## src/hw/rtl/ptst_pkg.sv

```systemverilog
// Shared types and constants for the periodic timer slot table.
// No dependencies; every other file of the block but ptst_ram imports this package.
package ptst_pkg;

    localparam int SLOT_COUNT = 32;
    localparam int IDX_W      = (SLOT_COUNT > 1) ? $clog2(SLOT_COUNT) : 1;

    localparam int ACTION_W = 2;
    localparam int HANDLE_W = 16;
    localparam int PERIOD_W = 32;
    localparam int COUNT_W  = 33;
    localparam int TOTAL_W  = 64;
    localparam int SLOT_W   = 5;
    localparam int USECS_W  = 32;

    localparam logic [USECS_W-1:0] USECS_RESET = 32'd30000000;

    typedef enum logic [ACTION_W-1:0] {
        ACT_TICK   = 2'd0,
        ACT_ADD    = 2'd1,
        ACT_REMOVE = 2'd2
    } action_t;

    typedef struct packed {
        logic [HANDLE_W-1:0] handle;
        logic [PERIOD_W-1:0] period;
        logic [COUNT_W-1:0]  count;
        logic [TOTAL_W-1:0]  total;
    } slot_entry_t;

    localparam int ENTRY_W = $bits(slot_entry_t);

    // controller -> datapath
    typedef struct packed {
        logic             start;
        logic             issue;
        logic [IDX_W-1:0] scan_idx;
        logic             flush;
    } ctrl_cmd_t;

    // datapath -> controller
    typedef struct packed {
        logic adv;
        logic busy;
        logic pend_valid;
        logic out_free;
    } dp_status_t;

endpackage

```

## src/hw/rtl/ptst_ctrl.sv

```systemverilog
// Sequencer of the periodic timer slot table: walks the slot index once per
// item, then drains the datapath pipeline and flushes the held result. Uses ptst_pkg.
module ptst_ctrl (
    input  logic                  clk,
    input  logic                  rst_n,
    input  logic                  in_accept,
    input  ptst_pkg::dp_status_t  status,
    output logic                  in_ready,
    output ptst_pkg::ctrl_cmd_t   cmd
);
    import ptst_pkg::*;

    typedef enum logic [3:0] {
        ST_IDLE  = 4'b0001,
        ST_SCAN  = 4'b0010,
        ST_DRAIN = 4'b0100,
        ST_FLUSH = 4'b1000
    } state_t;

    localparam logic [IDX_W-1:0] LAST_IDX = IDX_W'(SLOT_COUNT - 1);

    state_t           state_reg, state_next;
    logic [IDX_W-1:0] idx_reg, idx_next;

    always_comb
    begin
        state_next   = state_reg;
        idx_next     = idx_reg;
        cmd          = '0;
        cmd.scan_idx = idx_reg;
        unique case (state_reg)
            ST_IDLE:
            begin
                if (in_accept)
                begin
                    cmd.start  = 1'b1;
                    idx_next   = '0;
                    state_next = ST_SCAN;
                end
            end
            ST_SCAN:
            begin
                cmd.issue = 1'b1;
                if (status.adv)
                begin
                    if (idx_reg == LAST_IDX)
                    begin
                        state_next = ST_DRAIN;
                    end
                    else
                    begin
                        idx_next = idx_reg + 1'b1;
                    end
                end
            end
            ST_DRAIN:
            begin
                if (!status.busy)
                begin
                    state_next = ST_FLUSH;
                end
            end
            ST_FLUSH:
            begin
                cmd.flush = 1'b1;
                if (!status.pend_valid || status.out_free)
                begin
                    state_next = ST_IDLE;
                end
            end
            default:
            begin
                state_next = ST_IDLE;
            end
        endcase
    end

    always_ff @(posedge clk or negedge rst_n)
    begin
        if (!rst_n)
        begin
            state_reg <= ST_IDLE;
            idx_reg   <= '0;
        end
        else
        begin
            state_reg <= state_next;
            idx_reg   <= idx_next;
        end
    end

    assign in_ready = (state_reg == ST_IDLE);

endmodule

```

## config.mk

```make
export PLATFORM = sky130hd
export DESIGN_NAME = ptst_ctrl
export DESIGN_NICKNAME = d
export VERILOG_FILES = /design/src/hw/rtl/ptst_pkg.sv /design/src/hw/rtl/ptst_ctrl.sv
export SDC_FILE = /design/constraint.sdc
export NUM_CORES = 1
export LEC_CHECK = 0
export ABC_AREA = 1
export BUFFER_PORTS_ARGS = -buffer_cell sky130_fd_sc_hd__buf_2
export CAP_MARGIN = 20
export CORE_MARGIN = 8
export CORE_UTILIZATION = 35
export DETAILED_ROUTE_END_ITERATION = 12
export PLACE_DENSITY = 0.61
export SYNTH_ARGS = -nofsm -noshare
export SYNTH_HDL_FRONTEND = slang
export SYNTH_SLANG_ARGS = --single-unit
```

## constraint.sdc

```tcl
create_clock -name clk -period 1.34 [get_ports clk]
set_input_delay 0.268 -clock clk [delete_from_list [all_inputs] [get_ports clk]]
set_output_delay 0.268 -clock clk [all_outputs]
set_load 0.01 [all_outputs]
```

* After elaboration in Yosys (flattened, before gate mapping)
Index checks and enable logic that the tools add are counted.
Widths: inputs -> output; s select.
** Word-level totals
- Register bits :: 9
- Memory bits (writable) :: 0
- Latch bits :: 0
- Memories kept :: 0
- ROM bits :: 0
- Input port bits :: 7
- Word-level logic and storage cells :: 33
** Operators by class
- $lt $le $gt $ge :: 0
- Add/sub/neg operators :: 1
- Equality and inequality tests :: 11
- Reduce and logical (&&, ||, !) cells :: 5
- Muxes and demuxes :: 14
- Bitwise logic cells :: 0
- Divide/modulo/power cells :: 0
- Shift-type cells :: 0
- Multipliers :: 0
** Operators with widths (count)
- $mux 4 :: 5
- $pmux 4 s4 :: 1
- $mux 5 :: 3
- $ne 2x2->1 const B :: 6
- $pmux 5 s2 :: 1
- $add 5x1->5 const B :: 1
- $eq 5x5->1 const B :: 1
- $reduce_and 5->1 :: 1
- $eq 4x1->1 const B :: 1
- $eq 4x2->1 const B :: 1
- $eq 4x3->1 const B :: 1
- $eq 4x4->1 const B :: 1
- $mux 1 :: 4
- $reduce_and 4->1 :: 1
- $reduce_bool 2->1 :: 1
- $logic_not 1->1 :: 1
- $logic_or 1x1->1 :: 1

* Longest topological paths before layout
Gate-level depths: netlist (run 1).
- Word-level depth :: 4
- Mapped depth :: 11
- Depth with buffers taken out :: 11

* Worst setup path after synthesis (run 1)
No wires, ideal clock.
- Path kind :: reg2reg
- From :: reg idx_reg[0]
- To :: reg idx_reg[1]
- Stages on the path, launching flop included :: 11
- Setup time :: 0.120 ns
- Clock period less this slack :: 1.498 ns
- Setup slack :: -0.158 ns
- Arrival time :: 1.378 ns
- Cells stage by stage :: dfrtp_1 > ha_1 > nand2_1 > nor2_1 > ha_1 > inv_1 > nand3_2 > nand2_2 > inv_2 > o21ai_0 > nand2_1
** On the way
- Cells in the longest elaborated chain, start to end :: 4
- Elaborated cells on any way between the ends :: 7
- Those cells by class :: add/sub: 1; eq/ne: 2; mux: 3; reduce/logical: 1
** RTL lines
- start: declaration :: line ptst_ctrl.sv:23 : logic [IDX_W-1:0] idx_reg, idx_next;
- start signal: assignment :: line ptst_ctrl.sv:88 : idx_reg <= idx_next;
- $add 5x1->5 :: line ptst_ctrl.sv:52 : idx_next = idx_reg + 1'b1;
- $mux 5 :: line ptst_ctrl.sv:46 : if (idx_reg == LAST_IDX)
- $mux 5 :: line ptst_ctrl.sv:44 : if (status.adv)
- $pmux 5 s2 :: line ptst_ctrl.sv:31 : unique case (state_reg)
Several ways; a longest one is shown, not always the timed one. The select of a mux whose other input is x is not followed.
A chain may end at the register's enable or synchronous reset.

==> summary.md, run 1 <==
| Metric | Value |
|---|---|
| Mapped Nets | `85` |
| Max FFs per register | `5` |
| WL final | `1530 um` |
| Maximum VDD drop | `1140 uV` |
| Synth warn | `0` |
| ANT cells | `0` |
| PortBufs | `15` |
| Area leader, netlist | `dfrtp_1` |
| TritonCTS clock tree | `built` |
| Site Rows | `15` |
| Synth top area cells | `dfrtp_1 33%, nand2_1 9.4%, nand3_1 5.8%, inv_1 5.6%, nand3_2 5.0%` |
| Setup violators final | `13` |
| CTS root buf | `clkbuf_4` |
| Leakage | `0.000512 uW` |
| Length of the first detailed-routing pass in iterations | `4` |
| Final Hold Viols | `0` |
| Post-layout util | `0.542` |
| Area Growth Syn to Fin | `51.1%` |
| Post-DP HPWL | `1100 um` |
| RePlAce Congestion | `0.744` |
| CTS Buf Count | `3` |
| Crit path cell chain | `inv_2, nor2_4, nand2_2, nor2_2, buf_2` |
| Largest net degree at the start of global routing | `10` |
| Placed instance area | `776 um^2` |
| First-pass GRT wire length | `2640 um` |
| Worst EP required | `1070 ps` |
| Post-Place Cells | `118` |
| Pins Over Slew Limit | `0` |
| Die span in x | `57.4 um` |
| Min Hold Slack | `305 ps` |
| Hold Crit Class | `input port to flop` |
| Worst path slowest cell | `dfstp_2` |
| FILL cells | `158` |
| Synth top area share | `0.334` |
| Psw | `775 uW` |
| Synth Register Bits | `9` |
| Post-detailed-route DRC marker count | `0` |
| Critical path launch point type | `flop` |
| Crit-path max cell delay | `550 ps` |
| I/O pin total | `16` |
| Power consumption | `1730 uW` |
| Final Skew | `7.74 ps` |
| DRT iter0 DRCs | `6` |
| Seq/Total Area, Yosys | `0.378` |
| Vias | `620` |
| Maxcap violations | `0` |
| WS Path Type | `flop to primary output` |
| Die footprint | `3290 um^2` |
| Final worst setup slack | `-183 ps` |
| Worst setup EP type | `primary output` |
| Wire per inst | `11.6 um` |
| Core ar. | `1670 um^2` |
| Worst Path Arrival | `1250 ps` |
| Initial Util | `0.359` |
| Finished Layout Cells | `132` |
| Share of post-route cells with drive strength above 1 | `0.530` |
| H-tree Lvls | `1` |
| ANT nets after route | `0` |
| Vias per cell | `4.70` |
| Slew Limit Headroom | `0.852` |
| Run status | `finished with violations` |
| Synthesized area | `599 um^2` |
| Clock power share | `0.123` |
| Net switching fraction of the power | `0.448` |
| Logic pwr share | `0.646` |
| Nets | `125` |
| Final worst-path cycle share | `1.14` |
| Post-route cell area | `906 um^2` |
| Cells after synthesis | `76` |
| Clock buffer depth | `2` |
| Crit path max-delay family | `flip-flops` |
| Failing checks | `setup timing` |
| Vias in the first global route | `641` |
| Tot GR Track Use | `0.101` |
| Sequential share of power | `0.231` |
| Fmax achieved | `657 MHz` |
| CTS clock-pin slew for the worst setup and hold paths | `60 ps` |
| Int Pwr | `956 uW` |
| Syn Area/Cell | `7.89 um^2` |
| Worst skew pair latency | `270 ps` |
| Chip height | `57.4 um` |
| Synth cell types | `21` |
| GR Overflow Total | `0` |
| Sinks on Clock Net | `9` |
| Tmin final | `1520 ps` |
| PwrDens | `1910 nW/um^2` |
| RSZ-0062 raised after global routing | `true` |
| CP Buf/Inv Count | `2` |
| CP Max Fanout | `3` |
| Initial antenna violation count | `0` |
| Slew @ Worst Pin | `222 ps` |
==> logic make-up (layout without fill, tap and decap cells) <==
logic type | Yosys count | in the layout | share of synthesized area
AO/OA/AOI/OAI | 6 | 6 | 0.0501
buffers and inverters | 12 | 51 | 0.0752
AND/OR/NAND/NOR | 46 | 46 | 0.440
flip-flops | 9 | 9 | 0.378
adder cells (fa/ha/maj) | 2 | 2 | 0.0417
XOR/XNOR | 1 | 1 | 0.0146
==> synthesized netlist by cell type <==
cell type and count:
dfrtp_1 8, dfstp_2 1, ha_1 2, inv_1 9, inv_2 3, nand2_1 15, nand2_2 2, nand2_4 1
nand3_1 7, nand3_2 3, nand3b_1 1, nand4_1 2, nor2_1 8, nor2_2 2, nor2_4 2, nor2_8 1
nor3b_1 1, nor4_1 1, o21ai_0 5, o21ai_1 1, xor2_1 1
==> layout by cell type (no fill, tap or decap) <==
cell type / instances
nor2_4: 3
inv_2: 3
nor2_2: 2
clkbuf_4: 3
ha_2: 2
nand3_2: 5
dlygate4sd3_1: 1
dfrtp_1: 7
xor2_1: 1
o21ai_1: 6
nor3b_1: 1
buf_4: 19
nor2_8: 1
inv_1: 8
nand3b_1: 1
inv_4: 1
nand2_2: 4
buf_2: 15
clkbuf_1: 1
nand2_4: 1
nor4_1: 1
nor2_1: 7
nand3_1: 5
nand2_1: 13
dfrtp_2: 1
dfstp_2: 1
nand4_1: 2
==> path summary, 6_finish.rpt <==
kind | from | end | slack, ps | cells past startpoint
worst max-delay path | state_reg[0] | cmd[7] | -180 | 5
worst min-delay path | in_accept | state_reg[0] | 310 | 4
worst max register to register | idx_reg[0] | state_reg[0] | -110 | 10
worst min register to register | idx_reg[4] | idx_reg[4] | 530 | 2
max in group asynchronous | rst_n | state_reg[0] | 700 | 2
min in group asynchronous | rst_n | idx_reg[1] | 390 | 2
==> power by group through the flow <==
stage | combinational [uW] | clock (uW) | sequential, uW
final | 1120 | 213 | 401
after global routing | 1240 | 228 | 408
after CTS | 1040 | 219 | 399
after detailed placement | 880 | 0 | 400
after global placement | 877 | 0 | 397
after floorplan | 580 | 0 | 417
==> worst register-to-register path, delay by kind of cell, from the launching register on <==
| kind | cells | cell delay, ps |
|---|---|---|
| flops | 1 | 360 |
| buf+inv | 3 | 220 |
| simple gates | 4 | 300 |
| compound gates | 1 | 130 |
| fa+ha+maj | 2 | 370 |
==> metrics by stage <==
step | worst slack (ps) | setup TNS (ps)
3_3_place_gp | -108 | -572
3_5_place_dp | -129 | -727
2_1_floorplan | -104 | -667
5_1_grt | -260 | -2620
6_report | -183 | -1450
4_1_cts | -180 | -1660
==> metal layers <==
layer,share of wire,global-route usage,routed length (um),vias to the layer above
met3,0.056,0.0336,86,5
li1,-,-,-,325
met2,0.49,0.169,744,13
met5,0,0,0,-
met1,0.44,0.110,666,277
met4,0.022,0.0536,33,0
==> final cells by class <==
| cell class | instances | area [um^2] | share of cell area |
|---|---|---|---|
| flip-flops and latches | 9 | 228 | 0.251 |
| multi-input cells | 55 | 355 | 0.392 |
| repair buffers | 35 | 228 | 0.251 |
| clock buffers | 4 | 26.3 | 0.0290 |
| inverters | 12 | 47.5 | 0.0525 |
| well taps | 17 | 21.3 | 0.0235 |
==> what timing repair did <==
item,4_1_cts,5_1_grt
hold buffers,1,0
setup buffers,5,4
gates resized for setup,9,1
pin swaps,6,2
endpoints found under the hold margin,8,0
endpoints found under the setup margin,12,13
Power figures use the tool's default switching activity.
==> inputs of run 2 (changes only) <==
- CORE_MARGIN: 8 -> not set
==> run 2 against run 1 <==
The run still ends with setup timing left. Combinational power increased by 31%. Register-to-register slack about the same. Power increased by 20%. Non-clock buffer count increased by 1. Via count increased by 6.8%. First-iteration DRC count decreased by 50%. Global-route usage increased by 9.6 points. Sequential cell count unchanged. Final cell count unchanged. Maximum frequency decreased by 0.11%. Worst setup slack got worse by 1.7 ps. Critical endpoint unchanged. Largest power group unchanged. Highest routed layer unchanged.
==> summary.md, run 2 (synthesized netlist as in run 1, its figures left out) <==
| Metric | Value |
|---|---|
| Run status | `finished with violations` |
| Failing checks | `setup timing` |
| CP Max Fanout | `3 (unchanged)` |
| Setup violators final | `13 (unchanged)` |
| Wire per inst | `12.5 um (+7.8%)` |
| Post-layout util | `0.663 (+0.121)` |
| RePlAce Congestion | `0.719 (-3.4%)` |
| TritonCTS clock tree | `built` |
| Site Rows | `14 (-1)` |
| RSZ-0062 raised after global routing | `true` |
| Worst EP required | `1070 ps (about the same)` |
| Commonest non-fill, non-tap cell in the layout | `buf_4` |
| Share of post-route cells with drive strength above 1 | `0.621 (+0.0903)` |
| Final Hold Viols | `0 (unchanged)` |
| GR Overflow Total | `0 (unchanged)` |
| Pins Over Slew Limit | `0 (unchanged)` |
| Maxcap violations | `0 (unchanged)` |
| WL final | `1650 um (+7.8%)` |
| ANT nets after route | `0 (unchanged)` |
| Worst setup EP type | `primary output` |
| R2r endpoint | `idx_reg[3]` |
| ANT cells | `0 (unchanged)` |
| Worst-case hold path end point | `state_reg[3]` |
| Critical path launch point type | `flop` |
| Commonest cells after routing, fill and taps aside | `17 x buf_4, 13 x buf_2, 9 x nand2_1` |
| Setup TNS | `-1360 ps (+91.4 ps)` |
| Final worst setup slack | `-184 ps (-1.66 ps)` |
| Worst skew pair latency | `260 ps (about the same)` |
| PwrDens | `2010 nW/um^2 (+5.4%)` |
| Reg2reg path depth | `11 (+1)` |
| CTS clock-pin slew for the worst setup and hold paths | `70 ps (about the same)` |
| Global Route met2 Usage | `0.336 (+0.168)` |
| Hold Path Depth | `4 (unchanged)` |
| H-tree Lvls | `1 (unchanged)` |
| Initial Util | `0.384 (+0.0256)` |
| PortBufs | `15 (unchanged)` |
| DRT iter0 DRCs | `3 (-3)` |
| Initial antenna violation count | `0 (unchanged)` |
| Vias in the first global route | `652 (+1.7%)` |
| WS Path Type | `flop to primary output` |
| Maximum VDD drop | `901 uV (-21%)` |
| Largest net degree at the start of global routing | `10 (unchanged)` |
| CTS Buf Count | `3 (unchanged)` |
| Max FFs per register | `5 (unchanged)` |
| First-pass GRT wire length | `2680 um (+1.6%)` |
| Min Hold Slack | `371 ps (+65.9 ps)` |
| Final worst-path cycle share | `1.14 (+0.00124)` |
| Final Skew | `3.41 ps (-4.32 ps)` |
| Core ar. | `1560 um^2 (-6.7%)` |
| Reg-to-reg slack, setup | `-120 ps (about the same)` |
| Leakage | `0.000545 uW (+6.5%)` |
| Worst r2r src | `idx_reg[1]` |
| Slew Limit Headroom | `0.840 (-0.0110)` |
| Hold Crit Class | `input port to flop` |
| Met1 usage | `0.237 (+0.127)` |
| Vias | `662 (+6.8%)` |
| Tot GR Track Use | `0.198 (+0.0965)` |
| Worst Path Arrival | `1260 ps (about the same)` |
| CTS root buf | `clkbuf_4` |
| Most Crowded Layer GR | `met2` |
| Sinks on Clock Net | `9 (unchanged)` |
| Placed instance area | `752 um^2 (-3.1%)` |
| I/O pin total | `16 (unchanged)` |
| Die footprint | `1880 um^2 (-43%)` |
| Die span in x | `43.4 um (-24%)` |
| Post-DP HPWL | `1010 um (-8.0%)` |
| Tmin final | `1520 ps (+1.66 ps)` |
| Chip height | `43.4 um (-24%)` |
| Hold Startpoint | `status[0]` |
| Area Growth Syn to Fin | `72.4%` |
| Clock buffer depth | `2 (unchanged)` |
| Post-detailed-route DRC marker count | `0 (unchanged)` |
| Slew @ Worst Pin | `239 ps (+16.5 ps)` |
| Length of the first detailed-routing pass in iterations | `4 (unchanged)` |
| Nets | `126 (+0.80%)` |
| Fmax achieved | `656 MHz (-0.11%)` |
| Vias per cell | `5.02 (+6.8%)` |
| Grt met3 use | `0.0292 (-0.00447)` |
| Post-route cell area | `1030 um^2 (+14%)` |
## run 2: changes by cell type in the layout (fill, tap and decap cells not counted), moves of 2 or more
cell,before,now
o21ai_1,6,4
nand3_4,0,2
nand2_1,13,9
buf_6,0,3
nor2_4,3,5
o21ai_2,0,2
nand2_4,1,3
buf_2,15,13
buf_4,19,17
buf_12,0,2
## run 2: critical path: stages (launching register included)
cell     delay [ps]
dfstp_2         550
inv_2            40
nor2_4          100
nand2_4          80
nor2_4          110
buf_6           110
## run 2: timing repair
action,CTS,global route
gates resized for setup,19,12
hold buffers,1,0
endpoints found under the hold margin,8,0
pin swaps,9,9
cloned,0,0
buffers inserted,13,1
endpoints found under the setup margin,12,13
## run 2: layer usage
metal	vias to the layer above	part of all wire
li1	325	-
met1	308	0.40
met2	21	0.53
met3	8	0.036
met4	0	0.034
met5	-	0
## run 2: cell type report
type | instances | area (um^2)
timing repair buffer | 36 | 277
clock buffer | 4 | 26.3
inverter | 12 | 47.5
multi-input combinational | 55 | 435
tap | 16 | 20.0
fill | 129 | 526
sequential | 9 | 228
## run 2: stage by stage
step | setup WS [ps] | power [uW] | std cells
6_report | -184 | 2080 | 132
5_1_grt | -243 | 2220 | 132
4_1_cts | -183 | 1960 | 132
3_5_place_dp | -157 | 1220 | 114
3_3_place_gp | -113 | 1210 | 114
2_1_floorplan | -104 | 997 | 76
## run 2: power breakdown
| group | total, uW | leakage [uW] | switching, uW | internal [uW] |
|---|---|---|---|---|
| Combinational | 1470 | 0.000411 | 785 | 681 |
| Sequential | 398 | 0.000119 | 56.5 | 342 |
| Clock | 217 | 0.0000150 | 102 | 115 |
| Total | 2080 | 0.000545 | 944 | 1140 |
## run 2: how the worst max path moves through the flow
stage,depth (start not counted),from,slack (ps),to
global placement,10,idx_reg[1],-110,idx_reg[1]
floorplan,11,idx_reg[0],-100,state_reg[1]
finish,5,state_reg[0],-180,cmd[7]
global route,5,state_reg[0],-240,cmd[7]
detailed placement,11,idx_reg[1],-160,idx_reg[3]
CTS,5,state_reg[0],-180,cmd[7]
